**src/mvf_pkg.sv**
```systemverilog
`timescale 1ns / 1ps
// ----------------------------------------------------------------------------
// mvf_pkg
// Shared types and constants of the mother vertex finder.
// ----------------------------------------------------------------------------
package mvf_pkg;

  localparam int unsigned MaxVerticesDef = 16;
  localparam int unsigned VcW            = 5;
  localparam int unsigned VertexInW      = 4;
  localparam int unsigned MotherW        = 4;
  localparam int unsigned ModeW          = 2;
  localparam int unsigned InDataW        = 8;
  localparam int unsigned OutDataW       = 8;
  localparam logic [VcW-1:0] VcReset     = 5'd16;

  typedef enum logic [ModeW-1:0] {
    MODE_CLEAR = 2'd0,
    MODE_ADD   = 2'd1,
    MODE_FIND  = 2'd2
  } mode_e;

  typedef enum logic [2:0] {
    ST_IDLE,
    ST_EDGE,
    ST_ROOT,
    ST_PASS2,
    ST_READ,
    ST_EVAL,
    ST_POP,
    ST_DONE
  } state_e;

  typedef struct packed {
    logic capture;       // latch edge fields of the accepted request
    logic adj_clear;     // drop every adjacency row
    logic adj_addr_top;  // adjacency read at top of stack, else at request source
    logic edge_write;    // write back the row with the new edge
    logic find_init;     // clear visited marks for the first pass
    logic root_start;    // open a new tree at the lowest unvisited vertex
    logic cand_start;    // open the check pass at the candidate
    logic step;          // one push or pop of the depth-first walk
    logic pop_load;      // load top from the stack read data
    logic out_load;      // load the result register
  } cmd_t;

  typedef struct packed {
    logic root_avail;    // an unvisited vertex is left
    logic open_any;      // top of stack has an unvisited neighbor
    logic depth_one;     // only the root is on the stack
    logic out_free;      // result register can take a new result
  } sts_t;

endpackage

```
**src/mvf_ctrl.sv**
```systemverilog
`timescale 1ns / 1ps
// ----------------------------------------------------------------------------
// mvf_ctrl
// Sequencer for request handling and the two depth-first passes.
// ----------------------------------------------------------------------------
module mvf_ctrl (
  input  logic                        clk_i,
  input  logic                        rst_ni,
  input  logic                        in_valid_i,
  input  logic [mvf_pkg::ModeW-1:0]   in_mode_i,
  output logic                        in_ready_o,
  input  mvf_pkg::sts_t               sts_i,
  output mvf_pkg::cmd_t               cmd_o
);

  mvf_pkg::state_e state_q, state_d;
  logic            pass2_q, pass2_d;

  always_ff @(posedge clk_i or negedge rst_ni) begin
    if (!rst_ni) begin
      state_q <= mvf_pkg::ST_IDLE;
      pass2_q <= 1'b0;
    end else begin
      state_q <= state_d;
      pass2_q <= pass2_d;
    end
  end

  always_comb begin
    state_d    = state_q;
    pass2_d    = pass2_q;
    cmd_o      = '0;
    in_ready_o = 1'b0;
    unique case (state_q)
      mvf_pkg::ST_IDLE: begin
        in_ready_o = 1'b1;
        if (in_valid_i) begin
          cmd_o.capture = 1'b1;
          if (in_mode_i == mvf_pkg::MODE_CLEAR) begin
            cmd_o.adj_clear = 1'b1;
          end else if (in_mode_i == mvf_pkg::MODE_ADD) begin
            state_d = mvf_pkg::ST_EDGE;
          end else if (in_mode_i == mvf_pkg::MODE_FIND) begin
            cmd_o.find_init = 1'b1;
            pass2_d         = 1'b0;
            state_d         = mvf_pkg::ST_ROOT;
          end
        end
      end
      mvf_pkg::ST_EDGE: begin
        cmd_o.edge_write = 1'b1;
        state_d          = mvf_pkg::ST_IDLE;
      end
      mvf_pkg::ST_ROOT: begin
        if (sts_i.root_avail) begin
          cmd_o.root_start = 1'b1;
          state_d          = mvf_pkg::ST_READ;
        end else begin
          state_d = mvf_pkg::ST_PASS2;
        end
      end
      mvf_pkg::ST_PASS2: begin
        cmd_o.cand_start = 1'b1;
        pass2_d          = 1'b1;
        state_d          = mvf_pkg::ST_READ;
      end
      mvf_pkg::ST_READ: begin
        cmd_o.adj_addr_top = 1'b1;
        state_d            = mvf_pkg::ST_EVAL;
      end
      mvf_pkg::ST_EVAL: begin
        cmd_o.step = 1'b1;
        if (sts_i.open_any) begin
          state_d = mvf_pkg::ST_READ;
        end else if (sts_i.depth_one) begin
          state_d = pass2_q ? mvf_pkg::ST_DONE : mvf_pkg::ST_ROOT;
        end else begin
          state_d = mvf_pkg::ST_POP;
        end
      end
      mvf_pkg::ST_POP: begin
        cmd_o.pop_load = 1'b1;
        state_d        = mvf_pkg::ST_READ;
      end
      mvf_pkg::ST_DONE: begin
        if (sts_i.out_free) begin
          cmd_o.out_load = 1'b1;
          state_d        = mvf_pkg::ST_IDLE;
        end
      end
      default: begin
        state_d = mvf_pkg::ST_IDLE;
      end
    endcase
  end

endmodule

```
**src/mvf_dp.sv**
```systemverilog
`timescale 1ns / 1ps
// ----------------------------------------------------------------------------
// mvf_dp
// Adjacency memory, visited marks, traversal stack and result register.
// ----------------------------------------------------------------------------
module mvf_dp #(
  parameter int unsigned MAX_VERTICES = mvf_pkg::MaxVerticesDef
) (
  input  logic                          clk_i,
  input  logic                          rst_ni,
  input  logic                          cfg_we_i,
  input  logic [mvf_pkg::VcW-1:0]       cfg_wdata_i,
  input  logic [mvf_pkg::VertexInW-1:0] in_from_i,
  input  logic [mvf_pkg::VertexInW-1:0] in_to_i,
  input  mvf_pkg::cmd_t                 cmd_i,
  output mvf_pkg::sts_t                 sts_o,
  input  logic                          out_ready_i,
  output logic                          out_valid_o,
  output logic                          out_found_o,
  output logic [mvf_pkg::MotherW-1:0]   out_mother_o
);

  localparam int unsigned VW = $clog2(MAX_VERTICES);
  localparam int unsigned CW = $clog2(MAX_VERTICES + 1);
  localparam int unsigned IW = mvf_pkg::VertexInW;

  // configuration
  logic [mvf_pkg::VcW-1:0] vc_q;
  logic [CW-1:0]           n_eff;
  logic [CW+mvf_pkg::VcW-1:0] vc_ext;
  logic [MAX_VERTICES-1:0] mask;

  // request fields
  logic [IW-1:0] from_q, to_q;
  logic [VW+IW-1:0] from_wide, in_from_wide;
  logic [VW-1:0]    from_idx, in_from_idx;
  logic             edge_ok;
  logic [MAX_VERTICES-1:0] to_onehot;

  // adjacency memory with one valid bit per row
  logic [MAX_VERTICES-1:0] adj_mem [MAX_VERTICES];
  logic [MAX_VERTICES-1:0] adj_vld_q;
  logic [MAX_VERTICES-1:0] adj_rdata_q;
  logic                    adj_rvld_q;
  logic [VW-1:0]           adj_raddr;
  logic [MAX_VERTICES-1:0] row;

  // walk state
  logic [MAX_VERTICES-1:0] visited_q;
  logic [VW-1:0]           top_q, cand_q;
  logic [CW-1:0]           depth_q;
  logic [CW-1:0]           depth_m2;
  logic [VW-1:0]           stk_mem [MAX_VERTICES];
  logic [VW-1:0]           stk_rdata_q;
  logic                    stk_we;
  logic [VW-1:0]           stk_waddr, stk_wdata;
  logic                    push_room;
  logic [MAX_VERTICES-1:0] cand_onehot;

  // lowest set bit unit, shared by root search and neighbor search
  logic [MAX_VERTICES-1:0] srch_vec, srch_low;
  logic [VW-1:0]           srch_idx;

  // result
  logic                  out_valid_q, found_q;
  logic [mvf_pkg::MotherW-1:0] mother_q;
  logic [VW+mvf_pkg::MotherW-1:0] cand_wide;
  logic                  all_reached;

  // effective vertex count: zero counts as one, saturate at the array size
  assign vc_ext = {{CW{1'b0}}, vc_q};
  always_comb begin
    if (vc_q == '0) begin
      n_eff = CW'(1);
    end else if (vc_ext > (CW + mvf_pkg::VcW)'(MAX_VERTICES)) begin
      n_eff = CW'(MAX_VERTICES);
    end else begin
      n_eff = vc_ext[CW-1:0];
    end
  end

  always_comb begin
    for (int i = 0; i < MAX_VERTICES; i++) begin
      mask[i] = (n_eff > CW'(i));
    end
  end

  always_ff @(posedge clk_i or negedge rst_ni) begin
    if (!rst_ni) begin
      vc_q <= mvf_pkg::VcReset;
    end else if (cfg_we_i) begin
      vc_q <= cfg_wdata_i;
    end
  end

  // request fields
  always_ff @(posedge clk_i) begin
    if (cmd_i.capture) begin
      from_q <= in_from_i;
      to_q   <= in_to_i;
    end
  end

  assign from_wide    = {{VW{1'b0}}, from_q};
  assign in_from_wide = {{VW{1'b0}}, in_from_i};
  assign from_idx     = from_wide[VW-1:0];
  assign in_from_idx  = in_from_wide[VW-1:0];
  assign edge_ok      = ({{CW{1'b0}}, from_q} < {{IW{1'b0}}, n_eff}) &&
                        ({{CW{1'b0}}, to_q} < {{IW{1'b0}}, n_eff});

  always_comb begin
    for (int i = 0; i < MAX_VERTICES; i++) begin
      to_onehot[i]   = ({{CW{1'b0}}, to_q} == (CW + IW)'(i));
      cand_onehot[i] = (cand_q == VW'(i));
    end
  end

  // adjacency memory
  assign adj_raddr = cmd_i.adj_addr_top ? top_q : in_from_idx;
  assign row       = adj_rvld_q ? adj_rdata_q : '0;

  always_ff @(posedge clk_i) begin
    adj_rdata_q <= adj_mem[adj_raddr];
    if (cmd_i.edge_write && edge_ok) begin
      adj_mem[from_idx] <= row | to_onehot;
    end
  end

  always_ff @(posedge clk_i or negedge rst_ni) begin
    if (!rst_ni) begin
      adj_vld_q  <= '0;
      adj_rvld_q <= 1'b0;
    end else begin
      adj_rvld_q <= adj_vld_q[adj_raddr];
      if (cmd_i.adj_clear) begin
        adj_vld_q <= '0;
      end else if (cmd_i.edge_write && edge_ok) begin
        adj_vld_q[from_idx] <= 1'b1;
      end
    end
  end

  // lowest set bit: isolate with a two's complement, then encode
  assign srch_vec = cmd_i.step ? (row & mask & ~visited_q) : (mask & ~visited_q);
  assign srch_low = srch_vec & (~srch_vec + MAX_VERTICES'(1));
  always_comb begin
    srch_idx = '0;
    for (int i = 0; i < MAX_VERTICES; i++) begin
      srch_idx = srch_idx | (srch_low[i] ? VW'(i) : '0);
    end
  end

  // traversal stack
  assign push_room = (depth_q < CW'(MAX_VERTICES));
  assign depth_m2  = depth_q - CW'(2);

  always_comb begin
    stk_we    = 1'b0;
    stk_waddr = '0;
    stk_wdata = srch_idx;
    if (cmd_i.root_start) begin
      stk_we = 1'b1;
    end else if (cmd_i.cand_start) begin
      stk_we    = 1'b1;
      stk_wdata = cand_q;
    end else if (cmd_i.step && (srch_vec != '0) && push_room) begin
      stk_we    = 1'b1;
      stk_waddr = depth_q[VW-1:0];
    end
  end

  always_ff @(posedge clk_i) begin
    stk_rdata_q <= stk_mem[depth_m2[VW-1:0]];
    if (stk_we) begin
      stk_mem[stk_waddr] <= stk_wdata;
    end
  end

  always_ff @(posedge clk_i or negedge rst_ni) begin
    if (!rst_ni) begin
      visited_q <= '0;
      depth_q   <= '0;
      top_q     <= '0;
      cand_q    <= '0;
    end else begin
      if (cmd_i.find_init) begin
        visited_q <= '0;
        cand_q    <= '0;
      end else if (cmd_i.root_start) begin
        visited_q <= visited_q | srch_low;
        top_q     <= srch_idx;
        cand_q    <= srch_idx;
        depth_q   <= CW'(1);
      end else if (cmd_i.cand_start) begin
        visited_q <= cand_onehot;
        top_q     <= cand_q;
        depth_q   <= CW'(1);
      end else if (cmd_i.step) begin
        if (srch_vec != '0) begin
          visited_q <= visited_q | srch_low;
          if (push_room) begin
            top_q   <= srch_idx;
            depth_q <= depth_q + CW'(1);
          end
        end else begin
          depth_q <= depth_q - CW'(1);
        end
      end else if (cmd_i.pop_load) begin
        top_q <= stk_rdata_q;
      end
    end
  end

  // result register
  assign all_reached = ((visited_q & mask) == mask);
  assign cand_wide   = {{mvf_pkg::MotherW{1'b0}}, cand_q};

  always_ff @(posedge clk_i or negedge rst_ni) begin
    if (!rst_ni) begin
      out_valid_q <= 1'b0;
    end else if (cmd_i.out_load) begin
      out_valid_q <= 1'b1;
    end else if (out_ready_i) begin
      out_valid_q <= 1'b0;
    end
  end

  always_ff @(posedge clk_i) begin
    if (cmd_i.out_load) begin
      found_q  <= all_reached;
      mother_q <= all_reached ? cand_wide[mvf_pkg::MotherW-1:0] : '0;
    end
  end

  assign out_valid_o  = out_valid_q;
  assign out_found_o  = found_q;
  assign out_mother_o = mother_q;

  assign sts_o.root_avail = ((mask & ~visited_q) != '0);
  assign sts_o.open_any   = (srch_vec != '0);
  assign sts_o.depth_one  = (depth_q == CW'(1));
  assign sts_o.out_free   = !out_valid_q || out_ready_i;

endmodule

```
**src/mother_vertex_finder.sv**
```systemverilog
`timescale 1ns / 1ps
// ----------------------------------------------------------------------------
// mother_vertex_finder
// Keeps a directed graph as an adjacency bit matrix and finds a mother vertex
// with two depth-first passes driven by an explicit stack.
// ----------------------------------------------------------------------------
//  channel   direction  fields
//  s_axis    in         tuser: mode[1:0]; tdata: edge_from[3:0], edge_to[7:4]
//  m_axis    out        tuser: found; tdata: mother[3:0], zeros above
//  cfg       in         cfg_wdata_i: vertex_count[4:0]
//
// clear acts on the accepted request at once; add edge reads the row, then writes it back.
// during find, each step of the walk waits on the registered read of the
// adjacency row and, on a pop, on the registered read of the stack.
// reset empties the graph at once through per-row valid bits.
// a finished result waits in the output register; a find that ends while it
// is still held stalls there, and no new request is taken meanwhile.
module mother_vertex_finder #(
  parameter int unsigned MAX_VERTICES = mvf_pkg::MaxVerticesDef
) (
  input  logic                          clk_i,
  input  logic                          rst_ni,
  input  logic                          cfg_we_i,
  input  logic [mvf_pkg::VcW-1:0]       cfg_wdata_i,    // vertex_count
  input  logic                          s_axis_tvalid,
  output logic                          s_axis_tready,
  input  logic [mvf_pkg::InDataW-1:0]   s_axis_tdata,   // edge_from, edge_to
  input  logic [mvf_pkg::ModeW-1:0]     s_axis_tuser,   // mode
  output logic                          m_axis_tvalid,
  input  logic                          m_axis_tready,
  output logic [mvf_pkg::OutDataW-1:0]  m_axis_tdata,   // mother
  output logic                          m_axis_tuser    // found
);

  mvf_pkg::cmd_t               cmd;
  mvf_pkg::sts_t               sts;
  logic [mvf_pkg::MotherW-1:0] mother;

  mvf_ctrl u_ctrl (
    .clk_i      (clk_i),
    .rst_ni     (rst_ni),
    .in_valid_i (s_axis_tvalid),
    .in_mode_i  (s_axis_tuser),
    .in_ready_o (s_axis_tready),
    .sts_i      (sts),
    .cmd_o      (cmd)
  );

  mvf_dp #(
    .MAX_VERTICES (MAX_VERTICES)
  ) u_dp (
    .clk_i        (clk_i),
    .rst_ni       (rst_ni),
    .cfg_we_i     (cfg_we_i),
    .cfg_wdata_i  (cfg_wdata_i),
    .in_from_i    (s_axis_tdata[3:0]),
    .in_to_i      (s_axis_tdata[7:4]),
    .cmd_i        (cmd),
    .sts_o        (sts),
    .out_ready_i  (m_axis_tready),
    .out_valid_o  (m_axis_tvalid),
    .out_found_o  (m_axis_tuser),
    .out_mother_o (mother)
  );

  assign m_axis_tdata = {{(mvf_pkg::OutDataW - mvf_pkg::MotherW){1'b0}}, mother};

endmodule

```
**config.mk**
```make
export PLATFORM = sky130hd
export DESIGN_NAME = mother_vertex_finder
export DESIGN_NICKNAME = d
export VERILOG_FILES = /design/src/mvf_pkg.sv /design/src/mvf_ctrl.sv /design/src/mvf_dp.sv /design/src/mother_vertex_finder.sv
export SDC_FILE = /design/constraint.sdc
export NUM_CORES = 1
export LEC_CHECK = 0
export ABC_AREA = 1
export BUFFER_PORTS_ARGS = -buffer_cell sky130_fd_sc_hd__buf_2
export CORE_MARGIN = 2
export CORE_UTILIZATION = 45
export CTS_BUF_LIST = sky130_fd_sc_hd__clkbuf_4 sky130_fd_sc_hd__clkbuf_8
export DETAILED_ROUTE_END_ITERATION = 8
export GPL_TIMING_DRIVEN = 0
export HOLD_SLACK_MARGIN = 0.12
export PLACE_DENSITY = 0.63
export SLEW_MARGIN = 20
export SYNTH_ARGS = -nofsm -noshare
export SYNTH_HDL_FRONTEND = slang
export SYNTH_SLANG_ARGS = --single-unit
export TNS_END_PERCENT = 100
```
**constraint.sdc**
```tcl
create_clock -name clk_i -period 6.3 [get_ports clk_i]
set_clock_uncertainty 0.2 [all_clocks]
set_input_delay 0.945 -clock clk_i [delete_from_list [all_inputs] [get_ports clk_i]]
set_output_delay 0.945 -clock clk_i [all_outputs]
set_load 0.05 [all_outputs]
```
==> impl_summary.txt <==
----------------------------------------------------
[Critical path]
  Reg-to-Reg End ... u_dp.adj_mem[14][13]
  Worst setup path class ... reg -> reg
  Kind of end point of the critical path ... flip-flop
  Cell repeated most along the worst path ... sky130_fd_sc_hd__nand2_1
  Category of cells accounting for the largest share of critical-path delay ... simple AND/OR/NAND/NOR gates
  Cell count along the critical path ... 14
  Worst path arrival time ... 3600 ps
  Startpoint of the worst setup timing path ... u_dp.vc_q[2]
  Worst EP required ... 6410 ps
  Total buffers and inverters traversed by the critical path ... 3
  Cell with the biggest individual delay on the critical path ... sky130_fd_sc_hd__nor3_2
  Reg2Reg Launch Point ... u_dp.vc_q[2]
  Number of cell instances on the worst register-to-register path ... 14
  FF-to-FF setup slack ... 2810 ps
  Worst setup endpoint ... u_dp.adj_mem[14][13]
  Crit-path max cell delay ... 670 ps
  Maximum fanout encountered on the critical timing path ... 10
  Cell-by-cell listing of the critical path ... buf_4 -> nor2_2 -> nand3_1 -> nand2_1 -> nand2_1 -> a21oi_1 -> nor2_1 -> o21ai_0 -> nand3_1 -> nand2_1 -> nand2_2 -> buf_2 -> nor3_2 -> buf_4
  Critical path launch point type ... flip-flop

[Yosys]
  Dominant cells by area after synthesis ... sky130_fd_sc_hd__edfxtp_1 55%, sky130_fd_sc_hd__dfrtp_1 7.6%, sky130_fd_sc_hd__o21ai_0 6.2%, sky130_fd_sc_hd__nor2_1 5.7%, sky130_fd_sc_hd__nand2_1 4.6%
  Most frequently used flop master after synthesis ... sky130_fd_sc_hd__edfxtp_1
  Count of mapped cells out of synthesis ... 1678
  Dominant cell type by area after synthesis ... sky130_fd_sc_hd__edfxtp_1
  Distinct cells, synth ... 51
  Number of synthesized flops with an enable pin ... 333
  Asr flop ratio synth ... 0.137
  Post-Synthesis Cell Area ... 0.0182 mm^2
  Synth cell count leaders ... 333 x sky130_fd_sc_hd__edfxtp_1, 278 x sky130_fd_sc_hd__nor2_1, 224 x sky130_fd_sc_hd__o21ai_0, 221 x sky130_fd_sc_hd__nand2_1, 89 x sky130_fd_sc_hd__inv_1
  Avg Cell Area, Syn ... 10.8 um^2
  Flop and latch count out of synthesis ... 409
  Sequential element share of the synthesized area ... 0.650
  Most instantiated library cell after synthesis ... sky130_fd_sc_hd__edfxtp_1
  Fraction of synthesized cell area taken by the top area cell type ... 0.551
  Count of synthesis-stage warnings from yosys ... 0

[Pwr]
  Lkg Pwr ... 7.75 nW
  Fraction of power spent switching nets ... 0.410
  Clock network fraction of total power ... 0.236
  Power Density ... 475 mW/mm^2
  Seq pwr share ... 0.375
  Peak ir drop on the vdd network ... 0.000262 V
  Power Internal ... 5.79 mW
  Combinational cell fraction of total power ... 0.389
  Switching power summed over all nets ... 4.03 mW
  Final Total Pwr ... 9.83 mW

[Timing]
  Post-layout minimum cycle time ... 3490 ps
  Number of hold violations in the final report ... 0
  Maximum clock frequency ... 286 MHz
  Max-Slew Margin vs Limit ... 0.318
  Number of setup violations in the final report ... 0
  Setup repair after global routing missed its margin ... false
  Final Slew Violations ... 0
  Share of the cycle needed by the critical path after routing ... 0.555
  Total negative slack for setup checks ... 0 ps
  Worst Max-Slew Pin Slew ... 1020 ps
  Tightest hold margin ... 182 ps

[Global routing]
  GR Util met3 ... 0.0555
  Remaining global-route overflow ... 0
  Global routing usage on met1 ... 0.340
  Gr usage total ... 0.254
  Initial antenna violation count ... 1
  Largest net degree at the start of global routing ... 57
  Met2 usage in global routing ... 0.405
  Busiest layer in global routing ... met2
  Vias in the first global route ... 13261
  First-pass GRT wire length ... 79100 um

[Placed design]
  DP HPWL ... 35800 um
  Routability cong. ... 0.934
  Port-buffer cells ... 25

[Die]
  I/O pin count ... 31
  Chip width ... 205 um
  Height of the chip ... 205 um
  Effective utilization at floorplan ... 0.457
  Site row count ... 73
  Core area ... 0.0397 mm^2
  Die area ... 0.0420 mm^2

[Drt]
  Post-DR wirelength/cell ... 22.0 um
  Total length of routed wires ... 52600 um
  Final routed DRC violation total ... 0
  Drt first pass iters ... 6
  Post-detailed-route count of antenna-violating nets ... 0
  Avg Vias per Cell ... 5.75
  Overall via count from detail_route ... 13755
  Starting DRC count in detailed routing ... 1432

[CTS]
  Hold bufs inserted after CTS ... 0
  Total number of clock tree sinks ... 409
  Clock tree from TritonCTS ... built
  Number of setup buffers added after CTS ... 0
  Maximum buffer depth of the clock tree ... 3
  PostCTS Resize Cnt ... 0
  CTS Buf Count ... 68
  Clock root buffer ... sky130_fd_sc_hd__clkbuf_8
  H-Tree Depth ... 3
  Clock-pin transition on the worst setup and hold timing paths ... 60 ps
  Clk Latency, worst-skew pair ... 630 ps

[Finish]
  Syn-to-layout area delta ... 14.0%
  Post-layout net count ... 1846
  Area of the multi-input gates ... 0.00564 mm^2
  Fraction of layout cells with a size suffix above 1 ... 0.161
  Number of fill cells ... 3505
  FF+latch area ... 0.0118 mm^2

[Hold path]
  Type of the tightest min-delay check ... in -> async

[Run status]
  Result of the run ... finished, final reports clean

[Run]
  Max Cap Viol ... 0

----------------------------------------------------
==> area by class of cell <==
type | instances | area share
diodes | 2 | 0.000242
flip-flops and latches | 409 | 0.571
multi-input cells | 1077 | 0.273
repair buffers | 63 | 0.0195
clock buffers | 103 | 0.0604
well taps | 525 | 0.0318
inverters | 103 | 0.0189
plain buffers | 92 | 0.0215
clock inverters | 18 | 0.00454
==> metal layers <==
layer,vias to the layer above,share of wire
li1,6279,-
met1,6639,0.40
met2,713,0.46
met3,124,0.10
met4,0,0.034
met5,-,0
==> worst min-delay path by stage <==
stage / end / cells past startpoint
2_1_floorplan: u_dp.top_q[3] / 2
3_3_place_gp: u_dp.top_q[3] / 2
3_5_place_dp: u_dp.top_q[3] / 2
4_1_cts: u_dp.visited_q[6] / 1
5_1_grt: u_dp.vc_q[1] / 1
6_report: u_dp.vc_q[1] / 1
==> registers in the layout, summed over array words and instances (netlist names), 3 cells and up <==
signal / flops
u_dp.stk_mem: 64
u_dp.stk_rdata_q: 4
u_dp.visited_q: 16
u_dp.to_q: 4
u_dp.cand_q: 4
u_dp.from_idx: 4
u_dp.vc_q: 5
u_ctrl.state_q: 3
u_dp.top_q: 4
u_dp.adj_mem: 256
u_dp.adj_vld_q: 16
u_dp.adj_rdata_q: 16
u_dp.out_mother_o: 4
u_dp.depth_q: 5
==> worst register-to-register path, delay by kind of cell, from the launching register on <==
kind	cells	cell delay, ps
AO/OA/AOI/OAI	2	270
buffers and inverters	3	730
flip-flops	1	360
AND/OR/NAND/NOR	9	1640
==> stage by stage <==
step                area (um^2)  setup WS (ps)   util  cells
floorplan                 18200           2600      -   1681
global placement          18900            309  0.477   2231
CTS                       20700           2870  0.520   2390
detailed placement        19300           2910  0.487   2269
finish                    20700           2810  0.521   2392
global route              20700           2530  0.521   2391
==> cells by family after synthesis <==
family / share of synthesized area
flops: 0.650
buf+inv: 0.0460
xor+xnor: 0.00386
simple gates: 0.159
fa+ha+maj: 0.00827
compound gates: 0.132
other cells: 0.000207
==> cell usage in the layout, fill, tap and decap left out, types with 29 or more instances in the layout <==
cell type                  Yosys  layout
sky130_fd_sc_hd__clkbuf_1     61      61
sky130_fd_sc_hd__inv_1        89      89
sky130_fd_sc_hd__dfrtp_1      55      55
sky130_fd_sc_hd__nand3_1      68      68
sky130_fd_sc_hd__o221ai_1     55      55
sky130_fd_sc_hd__o21ai_0     224     208
sky130_fd_sc_hd__a21oi_1      38      38
sky130_fd_sc_hd__edfxtp_1    333     333
sky130_fd_sc_hd__nand2_1     221     221
sky130_fd_sc_hd__nor2_1      278     272
sky130_fd_sc_hd__o22ai_1      29      29
sky130_fd_sc_hd__clkbuf_8      0      76
sky130_fd_sc_hd__buf_2        15      52
==> power groups by stage <==
stage,Sequential (mW),Clock [mW],Combinational [mW]
5_1_grt,3.71,2.47,4.16
3_3_place_gp,3.75,0,3.58
2_1_floorplan,3.70,0,2.34
4_1_cts,3.68,2.35,3.74
6_report,3.69,2.32,3.82
3_5_place_dp,3.73,0,3.73
(Power assumes the default switching activity.)
